<file path="src/rtl/core/ppts_pkg.sv">
package ppts_pkg;

  // field widths
  localparam int ENT_W   = 16;  // Q5.10 matrix entry
  localparam int PT_W    = 33;  // Q16.16 point, one guard bit for pos+dir
  localparam int PROD_W  = 49;  // entry times point
  localparam int CLIP_W  = 50;  // clip coordinate, 26 fraction bits
  localparam int MAG_W   = 50;  // clip magnitude
  localparam int FRAC_SH = 16;  // fraction bits of the quotient
  localparam int Q_W     = 41;  // quotient bits, one divider step each
  localparam int OVF_SH  = Q_W - FRAC_SH;
  localparam int NDC_W   = 42;  // signed normalised value, up to 2^40
  localparam int SCR_W   = 60;  // doubled screen value and its products

  localparam logic [Q_W-1:0] NDC_LIMIT = {1'b1, {(Q_W-1){1'b0}}};
  localparam logic [NDC_W:0] ONE_Q16   = (NDC_W+1)'(65536);

  localparam logic signed [SCR_W-1:0] S32_MAX = SCR_W'(64'sh7fff_ffff);
  localparam logic signed [SCR_W-1:0] S32_MIN = ~S32_MAX;

  // register indexes
  localparam logic [2:0] REG_ROW0     = 3'd0;
  localparam logic [2:0] REG_ROW1     = 3'd1;
  localparam logic [2:0] REG_ROW2     = 3'd2;
  localparam logic [2:0] REG_ROW3     = 3'd3;
  localparam logic [2:0] REG_VIEWPORT = 3'd4;

  // register reset values: identity matrix, 640 by 480 viewport
  localparam logic [63:0] ROW0_RST = 64'h0000_0000_0000_0400;
  localparam logic [63:0] ROW1_RST = 64'h0000_0000_0400_0000;
  localparam logic [63:0] ROW2_RST = 64'h0000_0400_0000_0000;
  localparam logic [63:0] ROW3_RST = 64'h0400_0000_0000_0000;
  localparam logic [63:0] VP_RST   = 64'h01e0_0280_0000_0000;

  // function codes
  localparam logic [1:0] FUNC_SCREEN = 2'd0;
  localparam logic [1:0] FUNC_DELTA  = 2'd1;
  localparam logic [1:0] FUNC_NDC    = 2'd2;
  localparam logic [1:0] FUNC_NONE   = 2'd3;

  typedef struct packed {
    logic       valid;
    logic [1:0] func;
    logic       fault;
  } side_t;

  function automatic logic [MAG_W-1:0] mag_abs(input logic signed [CLIP_W-1:0] v);
    logic signed [CLIP_W-1:0] n;
    n = -v;
    return v[CLIP_W-1] ? MAG_W'(n) : MAG_W'(v);
  endfunction

  function automatic logic signed [NDC_W-1:0] ndc_from_quo(input logic [Q_W-1:0] quo,
                                                          input logic ovf,
                                                          input logic neg);
    logic [Q_W-1:0] mag;
    logic signed [NDC_W-1:0] m;
    mag = (ovf || (quo > NDC_LIMIT)) ? NDC_LIMIT : quo;
    m   = $signed(NDC_W'(mag));
    return neg ? -m : m;
  endfunction

  function automatic logic signed [31:0] sat32(input logic signed [SCR_W-1:0] v);
    logic signed [31:0] r;
    if (v > S32_MAX) begin
      r = 32'sh7fff_ffff;
    end else if (v < S32_MIN) begin
      r = 32'sh8000_0000;
    end else begin
      r = $signed(v[31:0]);
    end
    return r;
  endfunction

endpackage

</file>
<file path="src/rtl/core/ppts_vport.sv">
module ppts_vport
  import ppts_pkg::*;
(
  input  logic                    clk_i,
  input  logic                    en_i,
  input  logic [Q_W-1:0]          quo_i,
  input  logic                    ovf_i,
  input  logic                    neg_i,
  input  logic [15:0]             org_i,
  input  logic [15:0]             len_i,
  output logic signed [NDC_W-1:0] ndc_o,
  output logic signed [SCR_W-1:0] scr_o
);

  logic signed [NDC_W-1:0] ndc_a_q, ndc_b_q, ndc_c_q;
  logic signed [NDC_W:0]   shifted;
  logic signed [SCR_W-1:0] prod_q;
  logic signed [SCR_W-1:0] s2;
  logic signed [SCR_W-1:0] scr_q;

  assign shifted = $signed({ndc_a_q[NDC_W-1], ndc_a_q}) + $signed(ONE_Q16);
  assign s2      = prod_q + $signed(SCR_W'({org_i, 17'b0}));

  // clamp and sign, then add one and scale by size, then add the doubled origin and halve
  always_ff @(posedge clk_i) begin
    if (en_i) begin
      ndc_a_q <= ndc_from_quo(quo_i, ovf_i, neg_i);
      prod_q  <= SCR_W'(shifted) * $signed(SCR_W'({1'b0, len_i}));
      ndc_b_q <= ndc_a_q;
      scr_q   <= s2 >>> 1;
      ndc_c_q <= ndc_b_q;
    end
  end

  assign ndc_o = ndc_c_q;
  assign scr_o = scr_q;

endmodule

</file>
<file path="config.mk">
export PLATFORM = sky130hd
export DESIGN_NAME = ppts_vport
export DESIGN_NICKNAME = d
export VERILOG_FILES = /design/src/rtl/core/ppts_pkg.sv /design/src/rtl/core/ppts_vport.sv
export SDC_FILE = /design/constraint.sdc
export NUM_CORES = 2
export LEC_CHECK = 0
export BUFFER_PORTS_ARGS = -buffer_cell sky130_fd_sc_hd__buf_2
export CELL_PAD_IN_SITES_DETAIL_PLACEMENT = 1
export CELL_PAD_IN_SITES_GLOBAL_PLACEMENT = 1
export CORE_ASPECT_RATIO = 1.25
export CORE_MARGIN = 10
export CORE_UTILIZATION = 55
export CTS_CLUSTER_DIAMETER = 50
export CTS_CLUSTER_SIZE = 12
export DETAILED_ROUTE_END_ITERATION = 8
export PLACE_DENSITY = 0.92
export SLEW_MARGIN = 10
export SYNTH_ARGS = -nofsm -noshare
export SYNTH_HDL_FRONTEND = slang
export SYNTH_SLANG_ARGS = --single-unit
</file>
<file path="constraint.sdc">
create_clock -name clk_i -period 25 [get_ports clk_i]
set_input_delay 2.5 -clock clk_i [delete_from_list [all_inputs] [get_ports clk_i]]
set_output_delay 2.5 -clock clk_i [all_outputs]
set_load 0.02 [all_outputs]
</file>
# Yosys cells after proc, flatten, opt, wreduce, memory -nomap -nowiden
# Index checks and enable logic that the tools add are counted.
# totals
reg_bits	245
in_bits	77
out_inout_bits	102
elab_cells	14
# classes
add_sub_neg	3
multipliers	1
order_cmp	1
muxes	2
n_reduce_logical	1
# op_table
operator	count
41-bit 2-to-1 mux	2
60-bit by 34-bit adder with 60-bit output	1
43-bit by 17-bit multiplier with 60-bit output	1
42-bit by 18-bit adder with 43-bit output (second input constant)	1
41-bit negator with 42-bit output	1
41-bit > comparator (second input constant)	1
1-bit logical OR	1

# Longest topological paths before layout
# depth
depth_word	5
depth_mapped	31
ltp_nobuf	29

# Worst setup path before layout
# OpenSTA, ideal clock, no wires.
# synth_timing
path_kind	in2reg
from	in len_i[8]
to	reg prod_q[58] (data pin)
setup_time_ns	0.264
arrival_ns	8.512
t_required_ns	24.736
slack_ns	16.225
path_stages	22
path_buffers	3
cell_sequence	clkbuf_1 -> clkbuf_1 -> nand2_1 -> fa_1 -> inv_1 -> fa_1 -> fa_1 -> fa_1 -> fa_1 -> inv_1 -> fa_1 -> inv_1 -> ha_1 -> clkbuf_1 -> a21oi_1 -> o21ai_0 -> a221o_1 -> a221o_1 -> o21a_1 -> a31o_2 -> a221oi_1 -> xnor2_1
# synth_via
elab_chain_len	1
# synth_rtl
element	line_no	text
from (decl)	ppts_vport.sv:10	input logic [15:0] len_i,
43-bit by 17-bit multiplier with 60-bit output	ppts_vport.sv:28	prod_q <= SCR_W'(shifted) * $signed(SCR_W'({1'b0, len_i}));
to (signal assigned)	ppts_vport.sv:28	
to (decl)	ppts_vport.sv:17	logic signed [SCR_W-1:0] prod_q;
# Every way passes these cells.
# A chain may end at the register's enable or synchronous reset.

# Worst setup path after layout
# layout_timing
from	reg ndc_a_q[16]
to	reg prod_q[58] (data pin)
# layout_via
elab_chain_len	2
# layout_rtl
element	line_no	text
from (decl)	ppts_vport.sv:15	logic signed [NDC_W-1:0] ndc_a_q, ndc_b_q, ndc_c_q;
from (signal assigned)	ppts_vport.sv:27	ndc_a_q <= ndc_from_quo(quo_i, ovf_i, neg_i);
42-bit by 18-bit adder with 43-bit output	ppts_vport.sv:21	assign shifted = $signed({ndc_a_q[NDC_W-1], ndc_a_q}) + $signed(ONE_Q16);
43-bit by 17-bit multiplier with 60-bit output	ppts_vport.sv:28	
# Every way passes these cells.

==> impl_metrics.py <==
metrics = {
    "sta": {
        "grt_setup_unrepaired": "no",
        "clock.fmax_ghz": 0.0960,
        "setup_violations": 0,
        "worstMarginPinSlew_ns": 1.31,
        "slew_viol_final": 0,
        "max_slew_margin": 0.114,
        "fin_crit_ns": 10.42,
        "fin_skew_ns": 0.0478,
        "setup_tns_ns": 0,
        "fin_crit_sh": 0.417,
        "finalHoldViolCount": 0,
        "hold_slack_ns": 0.416,
    },
    "drt": {
        "wl_per_cell_um": 32.3,
        "drt_iter0_markers": 3053,
        "drc": 0,
        "drtPass1Iterations": 6,
        "vias": 28676,
        "postRouteAntennaNets": 0,
        "vias_per_cell": 6.48,
        "wirelength_um": 143000,
    },
    "floorplanning": {
        "start_util": 0.558,
        "core_um2": 61000,
        "die_area_um2": 72300,
        "rows": 101,
        "die_width_um": 243,
        "fp.dieH_um": 298,
        "io_pins": 179,
    },
    "yosys": {
        "yosysTopAreaCell": "fa_1",
        "yosys-top-cells-count": "inv_1, fa_1, nand2_1",
        "synth.mux.area_fraction": 0.00147,
        "synthSimpleGateAreaFrac": 0.149,
        "ys_warn_count": 0,
        "synth_top_family_by_area": "adder cells",
        "synth_area_um2": 34100,
        "yosysMostFrequentCell": "inv_1",
        "synth-compound-area-share": 0.0587,
        "syn_inst": 3497,
        "synth_fp_nets": 4375,
        "yosysUniqueCellTypes": 72,
        "async_reset_ff_frac": 0,
        "synth_seq_area_share": 0.215,
        "synth_xor_xnor_area_share": 0.0347,
        "synth_edf_count": 244,
        "avgSynthCellArea_um2": 9.74,
        "synthFlopType": "edfxtp_1",
        "synth_area_leaders": "fa_1, edfxtp_1, inv_1",
        "ys_ff_latch": 244,
        "synthAdderAreaFrac": 0.436,
        "netlist.area_leader.share": 0.379,
    },
    "clock_tree": {
        "cts_resized": 0,
        "root_buffer": "clkbuf_16",
        "hold_buffers": 0,
        "cts_sinks": 244,
        "cts_tree": "done",
        "cts.htree.levels": 2,
        "clk_latency_ns": 0.56,
        "clk_pin_slew_ns": 0.07,
        "clk_path_buf_depth": 3,
        "cts_made_buffers": 34,
        "cts_setup_buffers": 0,
    },
    "grt": {
        "grt_pass1_vias": 33071,
        "grt_usage": 0.398,
        "antenna_found_initial": 11,
        "gr-total-overflow": 0,
        "grt_max_degree": 105,
        "grt_first_pass_wirelength_um": 212000,
    },
    "worst_setup_path": {
        "end_kind": "register",
        "max_stage_delay_ns": 0.96,
        "worst_setup_path_start_kind": "register",
        "critical_path_buf_inv_count": 5,
        "critPathMostFrequentCell": "fa_1",
        "cp_top_family": "adder cells",
        "critPathKind": "reg2reg",
        "cp_slowest_cell": "edfxtp_1",
        "cp.required_ns": 25.27,
        "arrival_ns": 10.68,
        "crit_fanout": 20,
    },
    "finish": {
        "area_delta_synth_final_pct": 8.23,
        "post_route_cells_drive_above_1_share": 0.0813,
        "fin_util": 0.604,
        "final_nets": 4450,
        "fin_area_um2": 36900,
    },
    "hold_path": {
        "hold_path.class": "reg2reg",
    },
    "run": {
        "cap_violations": 0,
    },
    "place": {
        "place_congestion": 0.951,
        "dp_hpwl_um": 94400,
        "dpl_cell_area_um2": 35700,
        "port_buffers": 178,
    },
    "outcome": {
        "status": "finished clean",
    },
}
==> layer usage <==
metal / GRT usage / vias up / share of wire
li1: - / 10835 / -
met1: 0.380 / 14203 / 0.28
met2: 0.660 / 2468 / 0.48
met3: 0.128 / 1162 / 0.11
met4: 0.396 / 8 / 0.12
met5: 0 / - / 0.00043
==> path summary, 6_finish.rpt <==
check                                 start         end  slack [ns]  depth (start not counted)
worst max-delay path            ndc_a_q[16]  prod_q[58]       14.58                         26
worst min-delay path            ndc_b_q[18]   ndc_o[18]        0.42                          0
worst max register to register  ndc_a_q[16]  prod_q[58]       14.58                         26
worst min register to register  ndc_b_q[18]   ndc_o[18]        0.42                          0
==> layout make-up <==
class                           instances  area, um2
Antenna cell                            8       20.0
Clock buffer                           37        883
Clock inverter                         17        255
Fill cell                            6756      24200
Inverter                              792       2970
Multi-Input combinational cell       2303      23300
Sequential cell                       244       7330
Tap cell                              824       1030
Timing Repair Buffer                  197       1040
==> state kept, by name, indices dropped and copies added (netlist names) <==
register	count
ndc_b_q	42
ndc_o	42
prod_q	59
ndc_a_q	42
scr_o	59
==> worst register-to-register path, cell delays in order (launching register included) <==
cell and delay [ns]:
edfxtp_1 0.96, ha_1 0.40, and3_1 0.31, nand4_1 0.28, or2_2 0.42, nor2_1 0.24
xor2_2 0.91, and2_1 0.35, fa_1 0.51, inv_1 0.11, fa_1 0.60, fa_1 0.61
inv_1 0.07, fa_1 0.53, fa_1 0.51, inv_1 0.07, fa_1 0.49, inv_1 0.05
ha_1 0.41, a21oi_1 0.46, inv_1 0.08, a221o_1 0.32, a221o_1 0.37, o21a_1 0.25
a31o_2 0.30, a221oi_1 0.41, xnor2_1 0.11
==> metrics by stage <==
| stage | std cells | setup WS [ns] |
|---|---|---|
| floorplan | 3497 | 16.22 |
| finish | 4422 | 14.58 |
| detailed placement | 4360 | 14.67 |
| CTS | 4414 | 14.98 |
| global route | 4421 | 14.46 |
| global placement | 4360 | 14.80 |
==> placed cells by master, fill, tap and decap left out, drive strengths merged, types with 7 or more instances in the layout <==
| cell | synthesis | routed |
|---|---|---|
| a211oi | 16 | 16 |
| a21o | 21 | 21 |
| a21oi | 98 | 98 |
| a31oi | 19 | 19 |
| and2 | 261 | 261 |
| and3 | 15 | 15 |
| buf | 4 | 197 |
| clkbuf | 154 | 37 |
| diode | 0 | 8 |
| edfxtp | 244 | 244 |
| fa | 644 | 644 |
| ha | 157 | 157 |
| inv | 791 | 794 |
| nand2 | 515 | 515 |
| nand2b | 19 | 19 |
| nand3 | 35 | 35 |
| nand4 | 19 | 19 |
| nor2 | 85 | 85 |
| nor2b | 8 | 8 |
| nor3 | 29 | 29 |
| nor4 | 19 | 19 |
| o211ai | 7 | 7 |
| o21a | 13 | 13 |
| o21ai | 74 | 74 |
| o21bai | 8 | 8 |
| or3 | 10 | 10 |
| or4 | 8 | 8 |
| xnor2 | 70 | 70 |
| xor2 | 65 | 65 |
==> cells by family (layout without fill, tap and decap cells) <==
kind of cell	Yosys count	after routing
buffers and inverters	950	1043
AOI/OAI and AO/OA	315	315
xor gates and xnor gates	135	135
and+or+nand+nor	1047	1047
other	0	8
DFF	244	244
adders and majority gates	801	801
muxes	5	5
Power is left out: the tool's default activity adds up to more than one toggle a clock period on the data nets, which glitch-free logic cannot reach.
